**config.mk**
```make
export PLATFORM = sky130hd
export DESIGN_NAME = fgmr_ctrl
export DESIGN_NICKNAME = d
export VERILOG_FILES = /design/src/rtl/core/fgmr_pkg.sv /design/src/rtl/core/fgmr_ctrl.sv
export SDC_FILE = /design/constraint.sdc
export NUM_CORES = 1
export LEC_CHECK = 0
export BUFFER_PORTS_ARGS = -buffer_cell sky130_fd_sc_hd__buf_2
export CAP_MARGIN = 20
export CORE_MARGIN = 10
export CORE_UTILIZATION = 33
export CTS_CLUSTER_DIAMETER = 120
export DETAILED_ROUTE_END_ITERATION = 10
export PLACE_DENSITY_LB_ADDON = 0.05
export SETUP_SLACK_MARGIN = 0.1
export SLEW_MARGIN = 20
export SYNTH_ARGS = -nofsm -noshare
export SYNTH_HDL_FRONTEND = slang
export SYNTH_SLANG_ARGS = --single-unit
```
**constraint.sdc**
```tcl
create_clock -name clock -period 1.6 [get_ports clock]
set_clock_uncertainty 0.1 [all_clocks]
set_input_delay 0.16 -clock clock [delete_from_list [all_inputs] [get_ports clock]]
set_output_delay 0.16 -clock clock [all_outputs]
set_load 0.02 [all_outputs]
```
**src/rtl/core/fgmr_pkg.sv**
```systemverilog
// Shared types and constants for the functional graph max reach core.
// Used by the controller, the datapath, the RAM and the top level.
package fgmr_pkg;

   localparam int MAX_NODES_DEF = 4096;
   localparam int NODE_W        = 13;

   typedef struct packed {
      logic [NODE_W-1:0] node;
      logic [NODE_W-1:0] successor;
      logic              last;
   } req_type;

   typedef struct packed {
      logic [NODE_W-1:0] best_node;
      logic [NODE_W-1:0] reach_count;
   } rsp_type;

   // per-node walk status, stored next to the reach count
   typedef enum logic [1:0] {
      VS_UNVISITED = 2'd0,
      VS_ON_WALK   = 2'd1,
      VS_DONE      = 2'd2
   } visit_type;

   typedef enum logic [3:0] {
      ST_INIT,
      ST_IDLE,
      ST_SCAN_RD,
      ST_SCAN_CHK,
      ST_PUSH,
      ST_SUCC,
      ST_CHK,
      ST_CYC,
      ST_UNWIND,
      ST_DRAIN,
      ST_CLEAR,
      ST_EMIT
   } ctrl_state_type;

   typedef enum logic [3:0] {
      OP_NONE,
      OP_LOAD,
      OP_CLR_STEP,
      OP_SCAN_RD,
      OP_SCAN_NEXT,
      OP_WALK_START,
      OP_PUSH,
      OP_SUCC,
      OP_HIT_DONE,
      OP_HIT_WALK,
      OP_ADVANCE,
      OP_CYC_STEP,
      OP_UNWIND_STEP,
      OP_FINISH
   } dp_op_type;

   typedef struct packed {
      logic      i_last;
      logic      clr_last;
      logic      init_last;
      logic      nxt_bad;
      visit_type visit;
      logic      top_zero;
      logic      top_one;
      logic      k_last;
   } dp_status_type;

endpackage

```
**src/rtl/core/fgmr_ctrl.sv**
```systemverilog
// Sequencer for the max reach core: load, scan, walk, unwind, clear, emit.
// Depends on fgmr_pkg; drives fgmr_dp through one op code per cycle.
module fgmr_ctrl (
   input  logic                    clock,
   input  logic                    reset,
   input  logic                    start,
   input  logic                    item_last,
   input  fgmr_pkg::dp_status_type status,
   output fgmr_pkg::dp_op_type     op,
   output logic                    busy,
   output logic                    rsp_valid
);
   import fgmr_pkg::*;

   ctrl_state_type state_ff, state_in;

   always_ff @(posedge clock) begin
      if (reset) begin
         state_ff <= ST_INIT;
      end else begin
         state_ff <= state_in;
      end
   end

   // next state
   always_comb begin
      state_in = state_ff;
      unique case (state_ff)
         ST_INIT: begin
            if (status.init_last) state_in = ST_IDLE;
         end
         ST_IDLE: begin
            if (start && item_last) state_in = ST_SCAN_RD;
         end
         ST_SCAN_RD: state_in = ST_SCAN_CHK;
         ST_SCAN_CHK: begin
            if (status.visit == VS_UNVISITED) state_in = ST_PUSH;
            else if (status.i_last) state_in = ST_CLEAR;
            else state_in = ST_SCAN_RD;
         end
         ST_PUSH: state_in = ST_SUCC;
         ST_SUCC: state_in = status.nxt_bad ? ST_UNWIND : ST_CHK;
         ST_CHK: begin
            unique case (status.visit)
               VS_DONE:      state_in = ST_UNWIND;
               VS_ON_WALK:   state_in = ST_CYC;
               VS_UNVISITED: state_in = ST_PUSH;
               default:      state_in = ST_UNWIND;
            endcase
         end
         ST_CYC: begin
            if (status.k_last) state_in = ST_UNWIND;
         end
         ST_UNWIND: begin
            if (status.top_zero || status.top_one) state_in = ST_DRAIN;
         end
         ST_DRAIN: state_in = status.i_last ? ST_CLEAR : ST_SCAN_RD;
         ST_CLEAR: begin
            if (status.clr_last) state_in = ST_EMIT;
         end
         ST_EMIT: state_in = ST_IDLE;
         default: state_in = ST_IDLE;
      endcase
   end

   // outputs
   always_comb begin
      op = OP_NONE;
      unique case (state_ff)
         ST_INIT:     op = OP_CLR_STEP;
         ST_IDLE:     op = start ? OP_LOAD : OP_NONE;
         ST_SCAN_RD:  op = OP_SCAN_RD;
         ST_SCAN_CHK: op = (status.visit == VS_UNVISITED) ? OP_WALK_START : OP_SCAN_NEXT;
         ST_PUSH:     op = OP_PUSH;
         ST_SUCC:     op = OP_SUCC;
         ST_CHK: begin
            unique case (status.visit)
               VS_DONE:      op = OP_HIT_DONE;
               VS_ON_WALK:   op = OP_HIT_WALK;
               VS_UNVISITED: op = OP_ADVANCE;
               default:      op = OP_NONE;
            endcase
         end
         ST_CYC:      op = OP_CYC_STEP;
         ST_UNWIND:   op = status.top_zero ? OP_NONE : OP_UNWIND_STEP;
         ST_DRAIN:    op = OP_SCAN_NEXT;
         ST_CLEAR:    op = OP_CLR_STEP;
         ST_EMIT:     op = OP_FINISH;
         default:     op = OP_NONE;
      endcase
   end

   assign busy      = (state_ff != ST_IDLE);
   assign rsp_valid = (state_ff == ST_EMIT);

   a_rsp_strobe: assert property (@(posedge clock) disable iff (reset)
      rsp_valid |=> !rsp_valid)
      else $error("result strobe longer than one cycle");

   a_last_busy: assert property (@(posedge clock) disable iff (reset)
      (start && !busy && item_last) |=> busy)
      else $error("closing item did not start the walk");

endmodule

```
# Yosys cells after proc, flatten, opt, wreduce, memory -nomap -nowiden
# Cells that the tools add are included.
dict set report word_totals {
  reg_bits 4
  latch_bits 0
  ramBits 0
  rom_bits 0
  in_bits 13
  n_memories 0
}
dict set report classes {
  add_sub_neg 0
  mul 0
  div 0
  order_cmp 0
  eq_ne 19
  shifts 0
  mux 15
  bitwise_logic 0
  n_reduce_logical 6
}
# operator n
set op_table {}
lappend op_table {{case mux 4 bit (11 select lines)} 2}
lappend op_table {{two-way mux 4 bit} 9}
lappend op_table {{equality test 4 x 3 -> 1 bit (second input constant)} 4}
lappend op_table {{equality test 4 bit (second input constant)} 4}
lappend op_table {{case mux 4 bit (3 select lines)} 1}
lappend op_table {{inequality test 2 bit (second input constant)} 5}
lappend op_table {{equality test 4 x 2 -> 1 bit (second input constant)} 2}
lappend op_table {{case mux 4 bit (2 select lines)} 1}
lappend op_table {{AND reduction 5 bit} 1}
lappend op_table {{equality test 4 x 1 -> 1 bit (second input constant)} 1}
lappend op_table {{zero test 4 bit} 1}
lappend op_table {{inequality test 4 x 1 -> 1 bit (second input constant)} 1}
lappend op_table {{equality test 2 x 1 -> 1 bit (second input constant)} 1}
lappend op_table {{equality test 2 bit (second input constant)} 1}
lappend op_table {{zero test 2 bit} 1}
lappend op_table {{two-way mux 1 bit} 2}
lappend op_table {{OR reduction 2 bit} 1}
lappend op_table {{logical AND 1 bit} 1}
lappend op_table {{logical OR 1 bit} 1}

# Logic depth before layout (Yosys ltp)
# Gate-level depths: netlist (run 1).
dict set report logic_depth {
  ltp_word 3
  depth_mapped 6
  depth_no_buf 5
}

# Least setup slack after synthesis (run 1)
# OpenSTA, ideal clock, no wires.
dict set report synth_path {
  path_kind {flip-flop to output port}
  startpoint {register state_ff[1]}
  endpoint {output port op[3]}
  arrival_ps 1378
  path_slack_ps -38
  stages_incl_launch_ff 6
  path_buffers 2
  cell_sequence {dfxtp_1 > buf_2 > buf_2 > nor4_1 > a21oi_1 > o21ai_0}
}
dict set report synth_via {
  elab_chain_cells 3
  elab_cells_between_ends 14
}
# item line
set synth_lines {}
lappend synth_lines {{from (decl)} fgmr_ctrl.sv:15} ;# ctrl_state_type state_ff, state_in;
lappend synth_lines {{from (signal assigned)} fgmr_ctrl.sv:21} ;# state_ff <= state_in;
lappend synth_lines {{equality test 4 bit or zero test 4 bit (tied branches)} fgmr_ctrl.sv:69} ;# unique case (state_ff)
lappend synth_lines {{OR reduction 2 bit (no source line)} -}
lappend synth_lines {{case mux 4 bit (11 select lines) (*)} fgmr_ctrl.sv:69}
lappend synth_lines {{to (decl)} fgmr_ctrl.sv:9} ;# output fgmr_pkg::dp_op_type op,
# Every way passes the cells marked *; elsewhere a longest branch is shown, timed or not.

# Final worst setup path (run 1)
dict set report layout_path {
  startpoint {register state_ff[2]}
  endpoint {output port op[3]}
}
# Same word-level chain as after synthesis.

==> results of run 1 <==
worst max-delay path, cell delays in order, from the launching register on:
cell,delay (ps)
dfxtp_2,340
buf_6,120
and2b_2,200
o21a_1,190
o21ai_1,100
o21ai_1,70
buf_4,160
cell families (layout without fill, tap and decap cells):
logic type      after synthesis  in the layout  synth area share
compound gates               32             32             0.372
buf+inv                      10             50             0.112
flops                         4              4             0.141
mux                           1              1            0.0198
simple gates                 34             34             0.355
routing by layer:
| layer | vias up | track usage |
|---|---|---|
| met5 | - | 0 |
| met3 | 8 | 0.0247 |
| met1 | 382 | 0.146 |
| met4 | 0 | 0.0732 |
| met2 | 30 | 0.182 |
| li1 | 378 | - |
worst max-delay path by stage:
stage | endpoint | slack [ps] | startpoint
4_1_cts | op[3] | -50 | state_ff[2]
5_1_grt | op[3] | -110 | state_ff[2]
3_5_place_dp | op[0] | 50 | state_ff[2]
3_3_place_gp | op[0] | -5 | state_ff[2]
6_report | op[3] | -70 | state_ff[2]
2_1_floorplan | op[3] | 110 | state_ff[1]
power groups by stage:
stage / clock, mW / combinational, mW / sequential (mW)
floorplan: 0 / 0.718 / 0.163
global placement: 0 / 0.956 / 0.201
detailed placement: 0 / 0.954 / 0.200
CTS: 0.131 / 1.33 / 0.225
global route: 0.134 / 1.56 / 0.232
finish: 0.134 / 1.45 / 0.228
per-stage QoR:
stage	cell area [um^2]	hold WS, ps	cells
after floorplan	574	125	81
after global placement	707	288	118
after detailed placement	707	290	118
after CTS	945	35.0	136
after global routing	997	57.3	137
final	997	41.5	137
synth_stat cells (2+ instances only):
cell,n
nand2_1,10
o21a_1,2
a211oi_2,2
nor3_1,2
nor4b_2,2
buf_2,3
buf_6,2
a21oi_1,9
o21ai_0,7
o22ai_1,2
o21ai_1,2
dfxtp_1,4
o31a_1,2
nor2_1,10
buf_4,2
nand2b_1,2
inv_1,2
nor4_1,2
final cells by class:
cell class	instances	area, um^2
multi-input combinational	67	503
timing repair buffer	44	345
inverter	3	13.8
tap	16	20.0
sequential	4	92.6
fill	132	562
clock buffer	3	22.5
what timing repair did:
action                                 4_1_cts  5_1_grt
gates resized for setup                     37        9
setup endpoints to repair                    6        9
endpoints found under the hold margin        0        0
pin swaps                                   18        5
buffers inserted                            15        1
==> results.py, run 1 <==
metrics = {
    "clocking": {
        "clock_sinks": 4,
        "cts.clk_slew.worst_paths_ps": 40,
        "cts_made_buffers": 3,
        "cts.path.max_buffers": 2,
        "clk_latency_ps": 250,
        "h-tree-depth": 1,
        "cts_tree": "yes",
        "root_buffer": "clkbuf_4",
        "hold_buffers": 0,
    },
    "setup_path": {
        "r2r_cells": 7,
        "cp-end-kind": "output pin",
        "r2r_slack_ps": -40,
        "r2r_end": "state_ff[0]",
        "required_ps": 1340,
        "r2r_start": "state_ff[3]",
        "cp-start-kind": "register",
        "crit_type": "register to output pin",
        "path_max_fanout": 4,
        "cp.arrival_ps": 1410,
    },
    "global_routing": {
        "grt_pass1_wl_um": 3420,
        "grt_overflow": 0,
        "antenna_found_initial": 0,
        "grt_pass1_vias": 759,
        "grt_max_degree": 8,
        "grt_usage": 0.118,
    },
    "finish": {
        "nets": 136,
        "largest_reg_flops": 4,
        "reg_top3": "state_ff x4",
        "fin_util": 0.640,
        "area_growth_pct": 75.6,
        "diodes": 0,
        "top_register": "state_ff",
        "final_common_cell": "buf_4",
        "final_cell_mix": "21 x buf_4, 12 x buf_2, 10 x buf_6, 9 x nand2_1, 8 x nor2_1",
        "drive_gt1_frac": 0.620,
    },
    "floorplanning": {
        "row_count": 14,
        "coreArea_mm2": 0.00156,
        "die-area_mm2": 0.00378,
        "die_y_um": 61.5,
        "io_pins": 19,
        "die_x_um": 61.5,
        "start_util": 0.364,
    },
    "job": {
        "maxCapViolCount": 0,
    },
    "synthesis": {
        "ys_seq_elements": 4,
        "yosysTopAreaCellShare": 0.141,
        "synth_cell_types": 32,
        "synth.area.top_cells": "dfxtp_1 14%, a21oi_1 7.9%, nand2_1 6.6%",
        "synthFlopType": "dfxtp_1",
        "synth_edf_count": 0,
        "synth_top_area_cell": "dfxtp_1",
        "avgSynthCellArea_um2": 7.01,
        "yosysSeqAreaShare": 0.141,
        "async_flop_share": 0,
        "synth_cells": 81,
        "synth_nets": 94,
        "netlist_area_um2": 568,
        "ys_warn_count": 0,
    },
    "drt": {
        "wl_met2_um": 1010,
        "drc": 0,
        "postRouteAntennaNets": 0,
        "drtIter0Drc": 10,
        "top_layer": "met4",
        "m1WireLength_um": 989,
        "met3_wirelength_um": 155,
        "vias": 798,
        "drt_pass1_iterations": 4,
        "routedWlPerCell_um": 16.4,
        "routed_via_density": 5.82,
        "drt_wl_total_um": 2240,
    },
    "placement": {
        "place_ws_ps": 54.7,
        "gp_routability_congestion": 0.819,
        "portBuffers": 18,
        "dp_hpwl_um": 1380,
    },
    "timing": {
        "final.period_utilization": 1.05,
        "max_freq_mhz": 598,
        "tns_ps": -110,
        "grt_setup_unrepaired": "true",
        "slew_headroom": 0.791,
        "tightestPinTransition_ps": 309,
        "hold_viol": 0,
        "finalSetupViolCount": 2,
        "maxSlewViolCount": 0,
        "min_period_ps": 1670,
        "timing.final.ws_setup_ps": -72.8,
    },
    "pwr": {
        "power_frac_comb": 0.800,
        "seq_power_share": 0.126,
        "peakVddDrop_mv": 0.886,
        "p_int_mw": 0.995,
        "leakage_nw": 0.417,
        "p_total_mw": 1.81,
        "cellPowerDensity_mw_per_mm2": 1820,
        "p_switching_mw": 0.817,
        "power.share.clock": 0.074,
        "p_sw_frac": 0.451,
    },
    "hold_path": {
        "hold_class": "primary input to register",
        "holdPathEnd": "state_ff[1]",
        "worstHoldPathCells": 2,
        "min-delay-start": "reset",
    },
    "status": {
        "status": "finished, violations left",
        "failed_checks": "negative setup slack",
    },
}
No activity file was read; power rests on OpenSTA's default activity.
==> run 2: changes to the inputs <==
CELL_PAD_IN_SITES_DETAIL_PLACEMENT = 1   (was default)
CELL_PAD_IN_SITES_GLOBAL_PLACEMENT = 1   (was default)
SLEW_MARGIN = default   (was 20)
==> run 2 against run 1 <==
  * The run still ends with negative setup slack left
  * Final cell count shrank 2.9%
  * Clock power increased by 8%
  * Wire length is 13% higher
  * Combinational power down 3%
  * Die area did not move
  * Largest cell class unchanged
  * Highest routed layer unchanged
==> results.py, run 2 (same netlist as run 1, synthesis figures left out) <==
metrics = {
    "drt": {
        "drtIter0Drc": 16,
        "vias": 773,
        "wl_met2_um": 1280,
        "top_layer": "met4",
        "drt_wl_total_um": 2530,
        "drt_pass1_iterations": 4,
        "met3_wirelength_um": 133,
        "postRouteAntennaNets": 0,
        "drc": 0,
        "m1WireLength_um": 1110,
        "routed_via_density": 5.81,
        "routedWlPerCell_um": 19.1,
    },
    "setup_path": {
        "cp.arrival_ps": 1410,
        "cp-end-kind": "output pin",
        "r2r_start": "state_ff[2]",
        "slowest_delay_ps": 360,
        "r2r_cells": 6,
        "required_ps": 1340,
        "path_common_cell": "o21ai_1",
        "path_max_fanout": 4,
        "crit_type": "register to output pin",
        "r2r_end": "state_ff[1]",
        "cp-start-kind": "register",
        "slowest_stage": "dfxtp_4",
        "r2r_slack_ps": 60,
        "path_cells": "and2b_2 -> o21a_1 -> o21ai_1 -> o21ai_1 -> buf_4",
    },
    "floorplanning": {
        "coreArea_mm2": 0.00156,
        "die-area_mm2": 0.00378,
        "row_count": 14,
        "die_x_um": 61.5,
        "io_pins": 19,
        "start_util": 0.364,
        "die_y_um": 61.5,
    },
    "pwr": {
        "power.share.clock": 0.081,
        "seq_power_share": 0.131,
        "leakage_nw": 0.401,
        "p_int_mw": 0.955,
        "power_frac_comb": 0.788,
        "peakVddDrop_mv": 1.06,
        "p_total_mw": 1.78,
        "p_sw_frac": 0.464,
        "p_switching_mw": 0.828,
        "cellPowerDensity_mw_per_mm2": 1810,
    },
    "job": {
        "maxCapViolCount": 0,
    },
    "placement": {
        "dp.cells": 119,
        "dp_hpwl_um": 1550,
        "gp_routability_congestion": 0.828,
        "portBuffers": 18,
    },
    "finish": {
        "fin_util": 0.632,
        "diodes": 0,
        "drive_gt1_frac": 0.632,
        "reg_top3": "state_ff x4",
        "largest_reg_flops": 4,
        "final_common_cell": "buf_4",
        "area_growth_pct": 73.3,
        "final_cell_mix": "20 x buf_4, 12 x buf_2, 8 x nor2_1, 8 x a21oi_1",
        "nets": 132,
        "final_cells": 133,
        "top_register": "state_ff",
    },
    "clocking": {
        "clock_sinks": 4,
        "h-tree-depth": 1,
        "root_buffer": "clkbuf_4",
        "cts.path.max_buffers": 2,
        "clk_latency_ps": 250,
        "cts_tree": "yes",
        "cts_made_buffers": 3,
        "cts.clk_slew.worst_paths_ps": 40,
    },
    "timing": {
        "hold_viol": 0,
        "timing.final.ws_setup_ps": -69.8,
        "max_freq_mhz": 599,
        "min_period_ps": 1670,
        "slew_headroom": 0.783,
        "final.period_utilization": 1.04,
        "maxSlewViolCount": 0,
        "tns_ps": -132,
        "finalSetupViolCount": 2,
        "grt_setup_unrepaired": "true",
        "tightestPinTransition_ps": 325,
    },
    "hold_path": {
        "worstHoldPathCells": 2,
        "hold_class": "primary input to register",
        "holdPathEnd": "state_ff[3]",
        "min-delay-start": "reset",
    },
    "status": {
        "status": "finished, violations left",
        "failed_checks": "negative setup slack",
    },
    "global_routing": {
        "grt_pass1_wl_um": 3680,
        "grt_usage": 0.123,
        "grt_max_degree": 9,
        "grt_overflow": 0,
        "grt_pass1_vias": 787,
        "antenna_found_initial": 0,
    },
}
## run 2: power groups by stage
stage	Clock [mW]	Sequential (mW)	Combinational, mW
final	0.145	0.234	1.40
after CTS	0.134	0.220	1.23
after detailed placement	0	0.225	0.955
after global placement	0	0.218	0.949
after global routing	0.153	0.238	1.49
after floorplan	0	0.163	0.718
## run 2: worst max path at each step
stage | from | end | slack (ps) | cells past startpoint
floorplan | state_ff[1] | op[3] | 110 | 5
global placement | state_ff[0] | op[0] | -0.7 | 6
detailed placement | state_ff[0] | op[0] | -8 | 6
CTS | state_ff[3] | op[3] | 0.9 | 5
global route | state_ff[2] | op[0] | -110 | 6
finish | state_ff[2] | op[3] | -70 | 5
## run 2: critical path: cells and delay by family (launching register included)
kind	cells	cell delay, ps
AO/OA/AOI/OAI	3	400
flip-flops	1	360
buffers and inverters	1	160
AND/OR/NAND/NOR	1	230
## run 2: routing by layer
metal	vias up	global-route usage
met5	-	0
met1	378	0.148
met3	2	0.0288
li1	374	-
met2	19	0.214
met4	0	0.0287
## run 2: cell type report
| cell class | instances | area [um^2] |
|---|---|---|
| multi-input cells | 67 | 519 |
| repair buffers | 40 | 309 |
| fillers | 197 | 574 |
| clock buffers | 3 | 22.5 |
| flip-flops and latches | 4 | 95.1 |
| well taps | 16 | 20.0 |
| inverters | 3 | 18.8 |
## run 2: stage by stage
step,hold slack (ps),setup slack [ps],cell area (um^2)
floorplan,125,106,574
global placement,289,-0.650,714
detailed placement,289,-7.76,714
CTS,27.5,0.902,887
global route,41.2,-113,985
finish,28.4,-69.8,985
## run 2: repair_timing
action / CTS / global route
resized for setup: 26 / 21
pin swaps: 11 / 5
setup buffers: 9 / 2
hold buffers: 0 / 0
endpoints found under the setup margin: 9 / 9
